### config.mk
export PLATFORM = sky130hd
export DESIGN_NAME = erwl_cfg_flat
export DESIGN_NICKNAME = d
export VERILOG_FILES = /design/src/rtl/erwl_pkg.sv /design/src/rtl/erwl_if.sv /design/src/rtl/erwl_cfg.sv /design/src/flat_wrapper.sv
export SDC_FILE = /design/constraint.sdc
export NUM_CORES = 1
export LEC_CHECK = 0
export BUFFER_PORTS_ARGS = -buffer_cell sky130_fd_sc_hd__buf_2
export CORE_MARGIN = 2
export CORE_UTILIZATION = 50
export DETAILED_ROUTE_END_ITERATION = 6
export PLACE_DENSITY = 0.8
export REMOVE_ABC_BUFFERS = 1
export SLEW_MARGIN = 5
export SYNTH_ARGS = -nofsm -noshare
export SYNTH_HDL_FRONTEND = slang
export SYNTH_SLANG_ARGS = --single-unit
### constraint.sdc
create_clock -name clk -period 1.5 [get_ports clk]
set_input_delay 0.075 -clock clk [delete_from_list [all_inputs] [get_ports clk]]
set_output_delay 0.075 -clock clk [all_outputs]
set_load 0.005 [all_outputs]
### src/rtl/erwl_pkg.sv
// shared constants, codes and types of the eeprom record wear leveler
package erwl_pkg;

	// store geometry (store size is a power of two, addresses wrap modulo it)
	localparam int STORE_BYTES  = 1024;
	localparam int HEADER_BYTES = 1;
	localparam int ADDR_W       = $clog2(STORE_BYTES);

	// field widths
	localparam int CMD_W   = 2;
	localparam int SIZE_W  = 2;
	localparam int OFF_W   = 10;
	localparam int VAL_W   = 32;
	localparam int SLOT_W  = 10;
	localparam int SADDR_W = 11;
	localparam int BASE_W  = 10;
	localparam int END_W   = 11;
	localparam int LEN_W   = 10;
	localparam int MARK_W  = 8;
	localparam int BYTE_W  = 8;

	// internal widths
	localparam int SSIZE_W = LEN_W + 1;
	localparam int START_W = SLOT_W + SSIZE_W + 1;
	localparam int IDX_W   = SLOT_W + 1;
	localparam int NB_W    = 3;

	// configuration port
	localparam int CFG_IDX_W  = 3;
	localparam int CFG_DATA_W = 11;

	localparam logic [CFG_IDX_W-1:0] REG_BASE      = 3'd0;
	localparam logic [CFG_IDX_W-1:0] REG_END_LIMIT = 3'd1;
	localparam logic [CFG_IDX_W-1:0] REG_REC_LEN   = 3'd2;
	localparam logic [CFG_IDX_W-1:0] REG_ROTATE    = 3'd3;
	localparam logic [CFG_IDX_W-1:0] REG_VALID     = 3'd4;
	localparam logic [CFG_IDX_W-1:0] REG_INVALID   = 3'd5;

	// register reset values
	localparam logic [BASE_W-1:0] RST_BASE      = 10'd0;
	localparam logic [END_W-1:0]  RST_END_LIMIT = 11'd1024;
	localparam logic [LEN_W-1:0]  RST_REC_LEN   = 10'd16;
	localparam logic              RST_ROTATE    = 1'b1;
	localparam logic [MARK_W-1:0] RST_VALID     = 8'h00;
	localparam logic [MARK_W-1:0] RST_INVALID   = 8'hFF;

	// erased store byte
	localparam logic [BYTE_W-1:0] ERASED = 8'hFF;

	// commands
	localparam logic [CMD_W-1:0] CMD_READ    = 2'd0;
	localparam logic [CMD_W-1:0] CMD_WRITE   = 2'd1;
	localparam logic [CMD_W-1:0] CMD_RECOVER = 2'd2;

	// field sizes
	localparam logic [SIZE_W-1:0] SIZE_ONE  = 2'd0;
	localparam logic [SIZE_W-1:0] SIZE_TWO  = 2'd1;
	localparam logic [SIZE_W-1:0] SIZE_FOUR = 2'd2;

	typedef struct packed {
		logic [BASE_W-1:0] base_address;
		logic [END_W-1:0]  end_limit;
		logic [LEN_W-1:0]  record_length;
		logic              rotate_mode;
		logic [MARK_W-1:0] valid_mark;
		logic [MARK_W-1:0] invalid_mark;
	} cfg_t;

	typedef struct packed {
		logic [CMD_W-1:0]  command;
		logic [SIZE_W-1:0] field_size;
		logic [OFF_W-1:0]  record_offset;
		logic [VAL_W-1:0]  write_value;
	} item_t;

	typedef struct packed {
		logic [VAL_W-1:0]   read_value;
		logic [SLOT_W-1:0]  slot_number;
		logic [SADDR_W-1:0] slot_address;
	} res_t;

	typedef struct packed {
		logic              we;
		logic [ADDR_W-1:0] addr;
		logic [BYTE_W-1:0] wdata;
	} mem_req_t;

endpackage

### src/rtl/erwl_if.sv


interface erwl_cfg_if import erwl_pkg::*; ();
	logic                  valid;
	logic                  ready;
	logic [CFG_IDX_W-1:0]  index;
	logic [CFG_DATA_W-1:0] data;

	modport source(output valid, index, data, input ready);
	modport sink(input valid, index, data, output ready);
endinterface

### src/rtl/erwl_cfg.sv
// configuration register file
module erwl_cfg import erwl_pkg::*; (
	input  logic   clk,
	input  logic   arst_n,
	erwl_cfg_if.sink wr,
	output cfg_t   regs
);

	assign wr.ready = 1'b1;

	// register writes by index
	always_ff @(posedge clk or negedge arst_n) begin
		if (!arst_n) begin
			regs.base_address  <= RST_BASE;
			regs.end_limit     <= RST_END_LIMIT;
			regs.record_length <= RST_REC_LEN;
			regs.rotate_mode   <= RST_ROTATE;
			regs.valid_mark    <= RST_VALID;
			regs.invalid_mark  <= RST_INVALID;
		end else if (wr.valid) begin
			unique case (wr.index)
				REG_BASE:      regs.base_address  <= wr.data[BASE_W-1:0];
				REG_END_LIMIT: regs.end_limit     <= wr.data[END_W-1:0];
				REG_REC_LEN:   regs.record_length <= wr.data[LEN_W-1:0];
				REG_ROTATE:    regs.rotate_mode   <= wr.data[0];
				REG_VALID:     regs.valid_mark    <= wr.data[MARK_W-1:0];
				REG_INVALID:   regs.invalid_mark  <= wr.data[MARK_W-1:0];
				default: begin
				end
			endcase
		end
	end

endmodule

### src/flat_wrapper.sv
// flat-port wrapper written by rule: the top's interface ports become plain ports
module erwl_cfg_flat import erwl_pkg::*;
  (clk, arst_n, regs, wr_valid, wr_index, wr_data, wr_ready);
  erwl_cfg_if wr_i ();
  input  logic clk;
  input  logic arst_n;
  output cfg_t regs;
  input wire logic [$bits(wr_i.valid)-1:0] wr_valid;
  input wire logic [$bits(wr_i.index)-1:0] wr_index;
  input wire logic [$bits(wr_i.data)-1:0] wr_data;
  output wire logic [$bits(wr_i.ready)-1:0] wr_ready;
  assign wr_i.valid = wr_valid;
  assign wr_i.index = wr_index;
  assign wr_i.data = wr_data;
  assign wr_ready = wr_i.ready;
  erwl_cfg u_core (.clk(clk), .arst_n(arst_n), .wr(wr_i), .regs(regs));
endmodule
==> results.cfg, run 1 <==
[synthesis]
syn_inst = 108
ys_warn_count = 0
synth.avg_cell_area_um2 = 17.83
ys_seq_area_share_pct = 63.09
yosysTopAreaCell = dfrtp_1
synth_commonest_cells = dfrtp_1, mux2_2, dfstp_2, mux2_4
synth_top_area_share_pct = 48.08
syn-cell-area_um2 = 1926
yosys-top-cells-area = dfrtp_1, mux2_2, dfstp_2
synth_cell_types = 11
yosys_register_bits = 48
synth_edf_count = 0
async_flop_share_pct = 100.0
ys.flop_type = dfrtp_1

[timing]
worst_slack_ps = 485.7
setup_viol = 0
hold-worst-slack_ps = 16.43
finClkSkew_ps = 0
period_needed_ps = 1014
slew_viol_final = 0
rsz0062_at_grt = false
fin_crit_sh_pct = 67.62
hold_viol_final = 0
fmax_mhz = 985.9
slew-limit-headroom_pct = 61.66
worstMarginPinSlew_ps = 575.2
tns_ps = 0

[cells_and_area]
area_growth_pct = 24.17
fin_nets = 196
drive_gt1_share_pct = 75.56
largest_reg_flops = 48
final_core_util_pct = 64.82
largest_register = u_core.regs
largestRegisters = u_core.regs (48)
antenna-diode-count = 0
seqCellArea_um2 = 1215
multiInputGateArea_um2 = 661.9
fillCellCount = 299

[routing]
ant_nets = 0
firstDrtPassIters = 4
wl_met1_um = 1631
num_vias = 1181
dr_wl_met3_um = 242
routed.top_layer = met4
routed_wirelength_um = 3749
drc = 0
avgRoutedWirePerCell_um = 16.44
routed_via_density = 5.180
route.met2.wl_um = 1836
drt-initial-drc-count = 51

[critical_path]
worstPathArrival_ps = 940
slowest_delay_ps = 540
path_cells = buf_2
critPathSlowestCell = dfstp_2
crit_family = flip-flops
cp_num_buf_inv = 1
crit_path_max_fanout = 2
r2r_slack_ps = 710
required_ps = 1420
end_kind = output port
crit_type = register to output port
start_kind = register

[global_routing]
grt_overflow_total = 0
grtUsageTotal_pct = 18.54
grt_max_degree = 49
grt_pass1_wl_um = 5899
grt_pass1_vias = 1223
antenna_found_initial = 0

[status]
status = finished clean

[clock_tree]
clock_latency_ps = 290
cts_inserted_buffers = 5
clock-sinks = 48
htreeDepth = 2
cts_max_path_buffers = 2
cts_tree = built
root_buffer = clkbuf_8
clk_pin_slew_worst_paths_ps = 80

[power_and_ir_drop]
finalPower_mw = 3.281
pwr_density_cell_nw_per_um2 = 1372
vdd_ir_drop_max_uv = 962.9
p_leak_nw = 1.149

[floorplanning]
die_area_um2 = 4363
die_height_um = 66.06
ioPinCount = 66
die_w_um = 66.06
rows = 22
core_um2 = 3689
start_util_pct = 52.20

[placement]
port_buffers = 64
pre_cts_slack_ps = 253.4
hpwl_um = 2700
place.gp.congestion = 0.6536

[min_path]
hp-class = primary input to register

[run]
max-cap-violations = 0
where the power goes:
group | switching, mW | internal [mW] | leakage, nW
combinational | 0.280 | 0.459 | 0.545
sequential | 0.149 | 1.63 | 0.560
clock | 0.393 | 0.374 | 0.0445
total | 0.822 | 2.46 | 1.15
worst paths after layout:
kind,start,to,cells past startpoint
max in group asynchronous,arst_n,u_core.regs[5],3
setup reg to reg,u_core.regs[28],u_core.regs[28],1
setup / recovery,u_core.regs[6],regs[6],1
min in group asynchronous,arst_n,u_core.regs[31],3
hold / removal,wr_data[10],u_core.regs[37],2
hold reg to reg,u_core.regs[42],u_core.regs[42],1
metrics by stage:
stage               instance area, um2  instances
floorplan                         1877        103
global placement                  2287        219
detailed placement                2287        219
CTS                               2391        228
global route                      2391        228
finish                            2391        228
what timing repair did:
item / in CTS / in global routing
resized for setup: 0 / 0
setup endpoints to repair: 0 / 0
hold endpoints to repair: 37 / 0
setup buffers: 0 / 0
hold buffers: 1 / 0
area by class of cell:
type                       count  area share, %
multi-input combinational     55          27.68
clock inverter                 1         0.3140
clock buffer                   7          3.611
timing repair buffer          69          15.07
sequential                    48          50.81
tap                           48          2.512
routing by layer:
| metal | GRT usage [%] | up-vias |
|---|---|---|
| li1 | - | 524 |
| met1 | 22.63 | 605 |
| met2 | 31.94 | 48 |
| met3 | 5.963 | 4 |
| met4 | 4.592 | 0 |
| met5 | 0 | - |
layout by cell type (no fill, tap or decap):
cell,synthesis,routed
nor4b_2,1,1
buf_4,2,4
clkbuf_8,0,6
buf_2,0,64
dfstp_2,11,11
nand4b_1,1,1
clkbuf_1,0,1
dlygate4sd3_1,0,1
and4bb_1,3,3
nand4b_2,1,1
clkinvlp_4,0,1
mux2_4,11,11
mux2_2,37,37
conb_1,1,1
dfrtp_1,37,37
cell families (layout without fill, tap and decap cells):
family	after synthesis	after routing	synth area share [%]
flip-flops	48	48	63.09
AND/OR/NAND/NOR	6	6	3.963
multiplexers	48	48	30.21
buffers and inverters	5	77	2.534
other	1	1	0.1947
Note: power is estimated with default switching activity, not from simulation.
==> inputs of run 2 (changes only) <==
CORE_UTILIZATION = 49   (was 50)
PLACE_DENSITY = 0.78   (was 0.8)
clock period = 1 ns   (was 1.5 ns; I/O delays follow)
==> results.cfg, run 2 (same netlist as run 1, synthesis figures left out) <==
[status]
status = finished clean

[routing]
drt-initial-drc-count = 59
routed_wirelength_um = 3956
ant_nets = 0
firstDrtPassIters = 3
drc = 0
num_vias = 1194
routed_via_density = 4.996
avgRoutedWirePerCell_um = 16.55

[clock_tree]
clock_latency_ps = 290
post_cts_buffers = 0
root_buffer = clkbuf_8
cts_max_path_buffers = 2
clock-sinks = 48
clk_pin_slew_worst_paths_ps = 80
cts_tree = built
htreeDepth = 2
cts_inserted_buffers = 5

[placement]
hpwl_um = 2904
placed_area_um2 = 2367
place.gp.congestion = 0.6495
pre_cts_slack_ps = -149.4
port_buffers = 64

[cells_and_area]
final_cell_mix = buf_2, mux2_2, dfrtp_1, buf_4
antenna-diode-count = 0
finish.instance_area_um2 = 2504
largestRegisters = u_core.regs (48)
area_growth_pct = 30.02
largest_reg_flops = 48
fillCellCount = 281
largest_register = u_core.regs
fin_nets = 207
final_core_util_pct = 67.37
final_common_cell = buf_2
drive_gt1_share_pct = 75.39

[critical_path]
crit_path_max_fanout = 2
cp_num_buf_inv = 1
reg2regPathDepth = 1
path_cells = buf_6
required_ps = 950
crit_cells = 1
crit_family = flip-flops
critPathSlowestCell = dfstp_2
crit_type = register to output port
slowest_delay_ps = 550
start_kind = register
end_kind = output port
worstPathArrival_ps = 940

[floorplanning]
ioPinCount = 66
start_util_pct = 51.82
die_w_um = 66.69
die_height_um = 66.69
rows = 22
die_area_um2 = 4448
core_um2 = 3716

[global_routing]
grt_max_degree = 49
grt_pass1_vias = 1328
top_usage_layer = met2
antenna_found_initial = 0
met2_usage_pct = 35.13
met3_usage_pct = 4.730
grt_overflow_total = 0
grtUsageTotal_pct = 20.46
grt_pass1_wl_um = 6555
grt.met1_usage_pct = 24.35

[power_and_ir_drop]
clock_power_share_pct = 22.1
p_leak_nw = 1.212
pwr_density_cell_nw_per_um2 = 1977
vdd_ir_drop_max_uv = 1142
internal_power_mw = 3.685
p_sw_mw = 1.265
p_sw_share_pct = 25.56
combPwrFrac_pct = 23.9
seq_power_share_pct = 54.0

[timing]
rsz0062_at_grt = true
setup_viol = 0
fin_crit_sh_pct = 98.92
hold-worst-slack_ps = 12.79
period_needed_ps = 989.2
fmax_mhz = 1011
finClkSkew_ps = 0
hold_viol_final = 0
slew_viol_final = 0
worst_slack_ps = 10.84

[min_path]
hp-class = primary input to register
hold_depth = 2

[run]
max-cap-violations = 0
==> run 2: final cells by class <==
cell class	count	area (um2)	area share [%]
Sequential cell	48	1215	48.53
Multi-Input combinational cell	55	661.9	26.44
Timing Repair Buffer	80	485.5	19.39
Clock buffer	7	76.32	3.048
Tap cell	48	60.06	2.399
Clock inverter	1	5.005	0.1999
==> run 2: stage by stage <==
step / instances / TNS, ps / power (mW)
3_5_place_dp: 228 / -4372 / 3.849
3_3_place_gp: 228 / -3457 / 3.787
6_report: 239 / 0 / 4.950
2_1_floorplan: 103 / -4337 / 3.183
5_1_grt: 239 / -144.7 / 5.240
4_1_cts: 239 / -6.321 / 4.957
==> run 2: per-layer routing <==
| metal | vias up | part of all wire (%) |
|---|---|---|
| met5 | - | 0 |
| met4 | 0 | 1.2 |
| met3 | 5 | 7.2 |
| met2 | 49 | 50 |
| met1 | 586 | 41 |
| li1 | 554 | - |
==> run 2: power by group through the flow <==
stage | combinational (mW) | sequential, mW | clock (mW)
3_5_place_dp | 1.15 | 2.70 | 0
5_1_grt | 1.29 | 2.73 | 1.21
4_1_cts | 1.16 | 2.67 | 1.12
6_report | 1.18 | 2.67 | 1.09
3_3_place_gp | 1.12 | 2.67 | 0
2_1_floorplan | 0.467 | 2.72 | 0
==> run 2: path summary, 6_finish.rpt <==
kind	startpoint	to	slack (ps)
max	u_core.regs[0]	regs[0]	10
max in group asynchronous	arst_n	u_core.regs[16]	440
min	wr_data[8]	u_core.regs[35]	10
min in group asynchronous	arst_n	u_core.regs[42]	280
max reg2reg	u_core.regs[12]	u_core.regs[12]	210
min reg2reg	u_core.regs[30]	u_core.regs[30]	510
==> run 2: repair_timing <==
item | 4_1_cts | 5_1_grt
pin swaps | 0 | 0
setup endpoints to repair | 1 | 11
gates resized for setup | 0 | 4
endpoints found under the hold margin | 50 | 0
hold buffers | 3 | 0
